**config.mk**
```make
export PLATFORM = sky130hd
export DESIGN_NAME = fc_controller
export DESIGN_NICKNAME = d
export VERILOG_FILES = /design/src/rtl/fc_pkg.sv /design/src/rtl/fc_controller.sv
export SDC_FILE = /design/constraint.sdc
export NUM_CORES = 1
export LEC_CHECK = 0
export BUFFER_PORTS_ARGS = -buffer_cell sky130_fd_sc_hd__buf_4
export CORE_UTILIZATION = 45
export CTS_CLUSTER_SIZE = 30
export DETAILED_ROUTE_END_ITERATION = 16
export PLACE_DENSITY = 0.88
export REMOVE_ABC_BUFFERS = 1
export SLEW_MARGIN = 10
export SYNTH_ARGS = -nofsm -noshare
export SYNTH_HDL_FRONTEND = slang
export SYNTH_SLANG_ARGS = --single-unit
```
**constraint.sdc**
```tcl
create_clock -name clk -period 2.3 [get_ports clk]
set_input_delay 0.115 -clock clk [delete_from_list [all_inputs] [get_ports clk]]
set_output_delay 0.115 -clock clk [all_outputs]
set_load 0.02 [all_outputs]
```
**src/rtl/fc_pkg.sv**
```systemverilog
// Shared types and constants for the flash command controller.
`timescale 1ns / 1ps
`default_nettype none

package fc_pkg;

  localparam int unsigned WINDOW_BYTES = 65536;
  localparam int unsigned SECTOR_BYTES = 4096;

  localparam logic [15:0] ADDR_UNLOCK1 = 16'h5555;
  localparam logic [15:0] ADDR_UNLOCK2 = 16'h2AAA;

  localparam logic [7:0] CMD_ID_ON    = 8'h90;
  localparam logic [7:0] CMD_ID_OFF   = 8'hF0;
  localparam logic [7:0] CMD_ERASE    = 8'h80;
  localparam logic [7:0] CMD_PROGRAM  = 8'hA0;
  localparam logic [7:0] CMD_BANK     = 8'hB0;
  localparam logic [7:0] KEY_UNLOCK1  = 8'hAA;
  localparam logic [7:0] KEY_UNLOCK2  = 8'h55;
  localparam logic [7:0] CMD_CHIP_ER  = 8'h10;
  localparam logic [7:0] CMD_SECT_ER  = 8'h30;

  localparam logic [7:0] ID_MFR_64K   = 8'h32;
  localparam logic [7:0] ID_DEV_64K   = 8'h1B;
  localparam logic [7:0] ID_MFR_128K  = 8'h62;
  localparam logic [7:0] ID_DEV_128K  = 8'h13;

  localparam logic [7:0] ERASED_BYTE  = 8'hFF;

  localparam logic BUS_READ  = 1'b0;
  localparam logic BUS_WRITE = 1'b1;

  typedef enum logic [3:0] {
    ST_IDLE          = 4'd0,
    ST_UNLOCK1       = 4'd1,
    ST_UNLOCK2       = 4'd2,
    ST_ERASE_CMD     = 4'd3,
    ST_ERASE_UNLOCK1 = 4'd4,
    ST_ERASE_UNLOCK2 = 4'd5,
    ST_PROGRAM       = 4'd6,
    ST_BANK          = 4'd7
  } seq_state_t;

  typedef enum logic [1:0] {
    ID_NONE = 2'd0,
    ID_MFR  = 2'd1,
    ID_DEV  = 2'd2
  } id_sel_t;

  // Datapath command issued by the sequencer for one accepted beat.
  typedef struct packed {
    logic    rd;
    id_sel_t id_sel;
    logic    we;
    logic    sweep_chip;
    logic    sweep_sector;
    logic    bank;
  } fc_cmd_t;

endpackage

`default_nettype wire

```
**src/rtl/fc_controller.sv**
```systemverilog
// Command sequencer: unlock/command state machine, ID mode and bank select.
`timescale 1ns / 1ps
`default_nettype none

module fc_controller #(
  parameter int unsigned TOTAL_BYTES = 131072
) (
  input  wire logic             clk,
  input  wire logic             rst_n,
  input  wire logic             start,
  input  wire logic             sweep_busy,
  input  wire logic             in_command,
  input  wire logic [15:0]      in_address,
  input  wire logic [7:0]       in_write_data,
  output logic                  busy,
  output fc_pkg::fc_cmd_t       cmd
);

  localparam bit BANK_EN = (TOTAL_BYTES > fc_pkg::WINDOW_BYTES);

  fc_pkg::seq_state_t seq_r, seq_nxt;
  logic               ident_r, ident_nxt;
  logic               bank_r, bank_nxt;
  logic               accept;
  logic               sector_base;

  assign busy        = sweep_busy;
  assign accept      = start & ~sweep_busy;
  assign sector_base = (in_address & 16'(fc_pkg::SECTOR_BYTES - 1)) == 16'd0;

  always_ff @(posedge clk) begin
    if (!rst_n) begin
      seq_r   <= fc_pkg::ST_IDLE;
      ident_r <= 1'b0;
      bank_r  <= 1'b0;
    end else begin
      seq_r   <= seq_nxt;
      ident_r <= ident_nxt;
      bank_r  <= bank_nxt;
    end
  end

  always_comb begin
    seq_nxt          = seq_r;
    ident_nxt        = ident_r;
    bank_nxt         = bank_r;
    cmd              = '0;
    cmd.id_sel       = fc_pkg::ID_NONE;
    cmd.bank         = bank_r;
    if (accept && in_command == fc_pkg::BUS_READ) begin
      cmd.rd = 1'b1;
      if (ident_r && in_address == 16'd0) begin
        cmd.id_sel = fc_pkg::ID_MFR;
      end else if (ident_r && in_address == 16'd1) begin
        cmd.id_sel = fc_pkg::ID_DEV;
      end
    end else if (accept) begin
      if (seq_r == fc_pkg::ST_PROGRAM) begin
        cmd.we  = 1'b1;
        seq_nxt = fc_pkg::ST_IDLE;
      end else if (seq_r == fc_pkg::ST_BANK && BANK_EN && in_address == 16'd0) begin
        bank_nxt = in_write_data[0];
        seq_nxt  = fc_pkg::ST_IDLE;
      end else if (in_address == fc_pkg::ADDR_UNLOCK2) begin
        if (seq_r == fc_pkg::ST_UNLOCK1) begin
          if (in_write_data == fc_pkg::KEY_UNLOCK2) seq_nxt = fc_pkg::ST_UNLOCK2;
        end else if (seq_r == fc_pkg::ST_ERASE_UNLOCK1) begin
          if (in_write_data == fc_pkg::KEY_UNLOCK2) seq_nxt = fc_pkg::ST_ERASE_UNLOCK2;
        end else begin
          seq_nxt = fc_pkg::ST_IDLE;
        end
      end else if (in_address == fc_pkg::ADDR_UNLOCK1) begin
        unique case (seq_r)
          fc_pkg::ST_IDLE: begin
            if (in_write_data == fc_pkg::KEY_UNLOCK1) seq_nxt = fc_pkg::ST_UNLOCK1;
          end
          fc_pkg::ST_ERASE_CMD: begin
            if (in_write_data == fc_pkg::KEY_UNLOCK1) seq_nxt = fc_pkg::ST_ERASE_UNLOCK1;
          end
          fc_pkg::ST_UNLOCK2: begin
            unique case (in_write_data)
              fc_pkg::CMD_ID_ON: begin
                ident_nxt = 1'b1;
                seq_nxt   = fc_pkg::ST_IDLE;
              end
              fc_pkg::CMD_ID_OFF: begin
                ident_nxt = 1'b0;
                seq_nxt   = fc_pkg::ST_IDLE;
              end
              fc_pkg::CMD_ERASE:   seq_nxt = fc_pkg::ST_ERASE_CMD;
              fc_pkg::CMD_PROGRAM: seq_nxt = fc_pkg::ST_PROGRAM;
              fc_pkg::CMD_BANK:    seq_nxt = fc_pkg::ST_BANK;
              default:             seq_nxt = fc_pkg::ST_IDLE;
            endcase
          end
          fc_pkg::ST_ERASE_UNLOCK2: begin
            cmd.sweep_chip = (in_write_data == fc_pkg::CMD_CHIP_ER);
            seq_nxt        = fc_pkg::ST_IDLE;
          end
          default: seq_nxt = fc_pkg::ST_IDLE;
        endcase
      end else if (sector_base) begin
        // Drop anything but the sector erase key after a full erase unlock.
        if (in_write_data == fc_pkg::CMD_SECT_ER && seq_r == fc_pkg::ST_ERASE_UNLOCK2) begin
          cmd.sweep_sector = 1'b1;
          seq_nxt          = fc_pkg::ST_IDLE;
        end
      end
    end
  end

endmodule

`default_nettype wire

```
[Word level (Yosys, flattened, before mapping)]
Cells that the tools add are included.
Storage, ports and cells
  register bits: 6
  logic and storage cells: 76
  bits of input ports: 29
  output and inout bits: 8
Operators by class
  mux-type cells: 29
  reduce and logical (&&, ||, !) cells: 14
  equality and inequality tests: 23
  bitwise gates (word level): 7
Operators by type and width (count)
  8-bit == test (second input constant): 6
  4-bit 2-to-1 mux: 12
  16-bit zero test: 2
  16-bit by 1-bit == test with 1-bit output (second input constant): 1
  16-bit by 14-bit == test with 1-bit output (second input constant): 1
  16-bit by 15-bit == test with 1-bit output (second input constant): 1
  4-bit by 3-bit == test with 1-bit output (second input constant): 4
  8-bit AND reduction: 2
  6-bit != test (second input constant): 2
  4-bit case mux with 3 select lines: 1
  2-bit 2-to-1 mux: 5
  5-bit nonzero test: 2
  3-bit 2-to-1 mux: 3
  3-bit case mux with 3 select lines: 1
  4-bit by 2-bit == test with 1-bit output (second input constant): 2
  8-bit by 5-bit == test with 1-bit output (second input constant): 1
  8-bit by 6-bit == test with 1-bit output (second input constant): 1
  8-bit by 7-bit == test with 1-bit output (second input constant): 1
  1-bit 2-to-1 mux: 6
  1-bit inverter: 6
  1-bit logical AND: 5
  5-bit by 4-bit != test with 1-bit output (second input constant): 1
  5-bit != test (second input constant): 1
  4-bit by 1-bit == test with 1-bit output (second input constant): 1
  other kinds (5): 5

[Logic depth before layout (Yosys ltp)]
  depth in word-level cells: 10
  gate-level depth with buffers: 7
  depth with buffers taken out: 6

[Least setup slack after synthesis]
OpenSTA, ideal clock, no wires.
  path kind: reg-to-reg
  start: register seq_r[0]
  end: register seq_r[2]
  clock period less this slack: 1.920 ns
  data required time: 2.214 ns
  stages on the path, launching flop included: 8
  path slack: 0.380 ns
  library setup time: 0.086 ns
  buffers on the path: 1
  arrival: 1.834 ns
  path through: dfxtp_1 -> buf_4 -> nand2_2 -> or4_4 -> or4_4 -> o211ai_2 -> o21ai_4 -> a221oi_2
Between the ends
  cells in the longest elaborated chain, start to end: 6
  elaborated cells on any way between the ends: 24
  classes of those cells: eq/ne: 11; mux: 7; reduce/logical: 6
Ends and longest elaborated chain
  from (decl): line fc_controller.sv:21  | fc_pkg::seq_state_t seq_r, seq_nxt;
  from (signal assigned): line fc_controller.sv:33  | seq_r <= fc_pkg::ST_IDLE;
  from (signal assigned): line fc_controller.sv:37  | seq_r <= seq_nxt;
  4-bit by 2-bit == test with 1-bit output (tied with other cells): line fc_controller.sv:73  | unique case (seq_r)
  4-bit case mux with 3 select lines / 4-bit 2-to-1 mux (equally long branches): line fc_controller.sv:73, fc_controller.sv:67
  4-bit 2-to-1 mux, on equally long branches: line fc_controller.sv:72, fc_controller.sv:65
  4-bit 2-to-1 mux: line fc_controller.sv:64  | end else if (in_address == fc_pkg::ADDR_UNLOCK2) begin
  4-bit 2-to-1 mux: line fc_controller.sv:61  | end else if (seq_r == fc_pkg::ST_BANK && BANK_EN && in_address == 16'd0) begin
  4-bit 2-to-1 mux: line fc_controller.sv:58  | if (seq_r == fc_pkg::ST_PROGRAM) begin
Several ways; a longest one is shown, not always the timed one.
A chain may end at the register's enable or synchronous reset.

==> tab_implementation.tex <==
\begin{tabular}{lr}
\hline
Metric & Value \\
\hline
\multicolumn{2}{l}{\textbf{GRT}} \\
Wire length of the first global-routing pass & 3705 microns \\
Number of global-route vias before repair & 902 \\
Antenna violations before repair & 0 \\
GRT Total Usage & 26.83\% \\
Grt ovf & 0 \\
Pin count of the biggest net entering global routing & 12 \\
\multicolumn{2}{l}{\textbf{Setup path}} \\
Flop-to-flop setup slack & 0.34 ns \\
Crit end category & primary output \\
Critical Path Source Type & flop \\
Worst Path Required & 2.18 ns \\
Arrival time at the worst endpoint & 1.89 ns \\
Delay contributed by the slowest stage of the critical path & 0.53 ns \\
Cell type with the highest occurrence count on the critical path & sky130\_fd\_sc\_hd\_\_or4\_4 \\
Cell chain of the critical path & or4\_4, or4\_4, nor2\_1, buf\_4 \\
Cell type of the slowest stage on the worst timing path & sky130\_fd\_sc\_hd\_\_or4\_4 \\
Critical path class & flop to primary output \\
Critical Path Fanout Max & 2 \\
\multicolumn{2}{l}{\textbf{Place}} \\
Weighted congestion at the end of routability-driven global placement & 0.8708 \\
Count of placed standard cells including taps & 144 \\
Pre-CTS worst setup slack & 0.2783 ns \\
Cell area reported after detailed placement & 1006 sq um \\
DP Wirelength & 1810 microns \\
IO buf count & 36 \\
\multicolumn{2}{l}{\textbf{STA}} \\
Slew margin rel. & 64.92\% \\
Number of endpoints failing setup at the final stage & 0 \\
Number of max-slew violations in the final report & 0 \\
Fin Clk Skew & 0.0008655 ns \\
Post-route minimum period & 2.003 ns \\
Unrepaired setup endpoints after global routing & false \\
Final Hold Fails & 0 \\
Final period utilization & 87.09\% \\
Final critical-path setup slack & 0.2970 ns \\
TNS Setup & 0 ns \\
Slew @ Worst Pin & 0.5194 ns \\
Achievable frequency & 0.4992 GHz \\
\multicolumn{2}{l}{\textbf{Hold path}} \\
Class of the tightest hold or removal check & primary input to flop \\
\multicolumn{2}{l}{\textbf{Logic synthesis}} \\
Share of synthesized area spent on multiplexers & 4.082\% \\
Number of enable-type register cells in the synthesized netlist & 0 \\
Synth Area in Simple Gates & 53.40\% \\
Area of the mapped netlist & 735.7 sq um \\
Synth top area cells & sky130\_fd\_sc\_hd\_\_dfxtp\_1 14\%, sky130\_fd\_sc\_hd\_\_nor4\_1 7.7\%, sky130\_fd\_sc\_hd\_\_nor4\_4 5.8\%, sky130\_fd\_sc\_hd\_\_nand2\_1 5.6\%, sky130\_fd\_sc\_hd\_\_nand4\_1 4.3\% \\
Average cell area after synthesis & 7.744 sq um \\
Yosys warning count & 0 \\
Number of instances in the synthesized netlist & 95 \\
Library cells used by synthesis & 43 \\
Combinational family with the most area after synthesis & simple AND/OR/NAND/NOR gates \\
Fraction of synthesized cell area taken by the top area cell type & 13.61\% \\
Synth Area in Compound Gates & 17.52\% \\
Synth async-reset ratio & 0\% \\
Main synth FF type & sky130\_fd\_sc\_hd\_\_dfxtp\_1 \\
XOR/XNOR share of the synthesized area & 3.571\% \\
Dominant cell type by area after synthesis & sky130\_fd\_sc\_hd\_\_dfxtp\_1 \\
Number of storage elements in the synthesis netlist & 5 \\
Proportion of synthesized chip area in sequential cells & 13.61\% \\
Adder-cell area share of the yosys netlist & 0\% \\
\multicolumn{2}{l}{\textbf{Floorplanning}} \\
Core Box Area & 1524 sq um \\
Num rows & 14 \\
Die extent in x & 42.44 microns \\
Floorplan die area & 1801 sq um \\
Initial core utilization & 48.28\% \\
I/O pin total & 37 \\
Die Height & 42.44 microns \\
\multicolumn{2}{l}{\textbf{Finish}} \\
Non-filler cells, final & 148 \\
Antenna diode count & 0 \\
Layout net count & 162 \\
Utilization after layout & 67.73\% \\
Layout cells sized above 1 & 41.67\% \\
Post-route design area & 1032 sq um \\
Layout overhead on the synthesized area & 40.31\% \\
\multicolumn{2}{l}{\textbf{Clock tree}} \\
Cell at the root of the clock tree & sky130\_fd\_sc\_hd\_\_clkbuf\_4 \\
TritonCTS sink count & 5 \\
Quantity of gates resized following cts & 0 \\
TritonCTS clock tree & yes \\
H-tree levels & 1 \\
Maximum root-to-sink buffer count & 2 \\
Post-CTS setup-driven buffer insertion count & 0 \\
Clock network latency to the later pin of the worst-skew pair & 0.25 ns \\
CTS Buf Count & 3 \\
Number of buffers inserted by hold repair at cts & 0 \\
Clock transition at the register clock pins on the worst setup and hold paths after CTS & 0.04 ns \\
\multicolumn{2}{l}{\textbf{Route}} \\
DRT Pass-1 Iters & 4 \\
Post-detailed-route count of antenna-violating nets & 0 \\
Average wire per cell in the routed design & 14.73 microns \\
Post-detailed-route DRC marker count & 0 \\
Initial DRC count & 23 \\
Total wirelength of the detailed-routed design & 2180 microns \\
Total vias in the final route & 890 \\
Routed via count divided by cell count & 6.014 \\
\multicolumn{2}{l}{\textbf{Power}} \\
VDD IR max & 0.2701 mV \\
Power per cell area & 261.2 nW/um\^{}2 \\
Leak Pwr & 0.3899 nW \\
\multicolumn{2}{l}{\textbf{Job}} \\
Maximum capacitance violations & 0 \\
\multicolumn{2}{l}{\textbf{Outcome}} \\
Outcome & finished, final reports clean \\
\hline
\end{tabular}
==> state kept, by name, summed over array words and instances, names as in the netlist <==
signal   count
seq_r        3
ident_r      1
bank_r       1
==> worst max-delay path: cells and delay by family (launching register included) <==
kind / cells / cell delay (ns)
buffers and inverters: 1 / 0.15
DFF: 1 / 0.32
and+or+nand+nor: 3 / 1.17
==> cells in the final DEF, fill, tap and decap left out, drive strengths merged <==
| cell type | instances |
|---|---|
| dfxtp | 5 |
| or2 | 1 |
| o31ai | 1 |
| o211ai | 2 |
| clkbuf | 4 |
| and4 | 1 |
| nor2b | 3 |
| buf | 39 |
| nand2b | 1 |
| or4 | 3 |
| or3 | 2 |
| nor4 | 12 |
| and3b | 1 |
| o41ai | 1 |
| xor2 | 1 |
| a311oi | 1 |
| nand4b | 2 |
| inv | 4 |
| o41a | 1 |
| o31a | 3 |
| nor3b | 1 |
| nand4 | 5 |
| nand3b | 1 |
| nor3 | 3 |
| o21ai | 1 |
| nor2 | 8 |
| nor4b | 1 |
| nand2 | 12 |
| xnor2 | 2 |
| a21oi | 2 |
| mux2i | 3 |
| a221oi | 1 |
| nand3 | 4 |
==> path summary, 6_finish.rpt <==
check	to	start	cells past startpoint
setup / recovery	cmd[1]	seq_r[1]$_SDFFE_PN0P_	4
hold / removal	ident_r$_SDFFE_PN0P_	in_write_data[6]	2
setup reg to reg	seq_r[2]$_SDFFE_PN0P_	seq_r[1]$_SDFFE_PN0P_	5
hold reg to reg	ident_r$_SDFFE_PN0P_	ident_r$_SDFFE_PN0P_	2
==> logic make-up (layout without fill, tap and decap cells) <==
group                     Yosys count  in the layout
AOI/OAI and AO/OA                  13             13
xor gates and xnor gates            3              3
buffers and inverters              10             47
DFF                                 5              5
muxes                               3              3
and+or+nand+nor                    61             61
==> Yosys cell counts, types with 2 or more instances <==
library cell,instances
sky130_fd_sc_hd__nand4_1,5
sky130_fd_sc_hd__nor4_4,2
sky130_fd_sc_hd__or3_1,2
sky130_fd_sc_hd__xnor2_1,2
sky130_fd_sc_hd__nor2_1,8
sky130_fd_sc_hd__o31a_1,2
sky130_fd_sc_hd__mux2i_1,3
sky130_fd_sc_hd__nor3_1,3
sky130_fd_sc_hd__inv_1,4
sky130_fd_sc_hd__nand2_1,11
sky130_fd_sc_hd__nor4_1,9
sky130_fd_sc_hd__buf_4,3
sky130_fd_sc_hd__nand4b_1,2
sky130_fd_sc_hd__dfxtp_1,5
sky130_fd_sc_hd__nand3_1,3
sky130_fd_sc_hd__or4_4,2
sky130_fd_sc_hd__nor2b_1,3
==> layout make-up <==
type                       count  area, sq um
multi-input combinational     80        578.1
fill                         132        491.7
timing repair buffer          39        292.8
sequential                     5        100.1
clock buffer                   4        26.28
tap                           16        20.02
inverter                       4        15.01
==> report_power, final <==
group | switching, mW | internal, mW
clock | 0.0385 | 0.0658
sequential | 0.0000000975 | 0.0870
combinational | 0.0351 | 0.0433
==> metrics by stage <==
step                hold slack [ns]  total power [mW]
CTS                          0.1170            0.2701
floorplan                    0.2237            0.1081
global placement             0.3684            0.1646
finish                       0.1184            0.2696
detailed placement           0.3736            0.1663
global route                 0.1335            0.2831
==> metal layers <==
layer | part of all wire, % | GRT usage, %
met1 | 43 | 31.87
met2 | 51 | 45.54
met4 | 1.9 | 13.13
met3 | 3.5 | 5.172
met5 | 0 | 0
No activity file was read; power rests on OpenSTA's default activity.
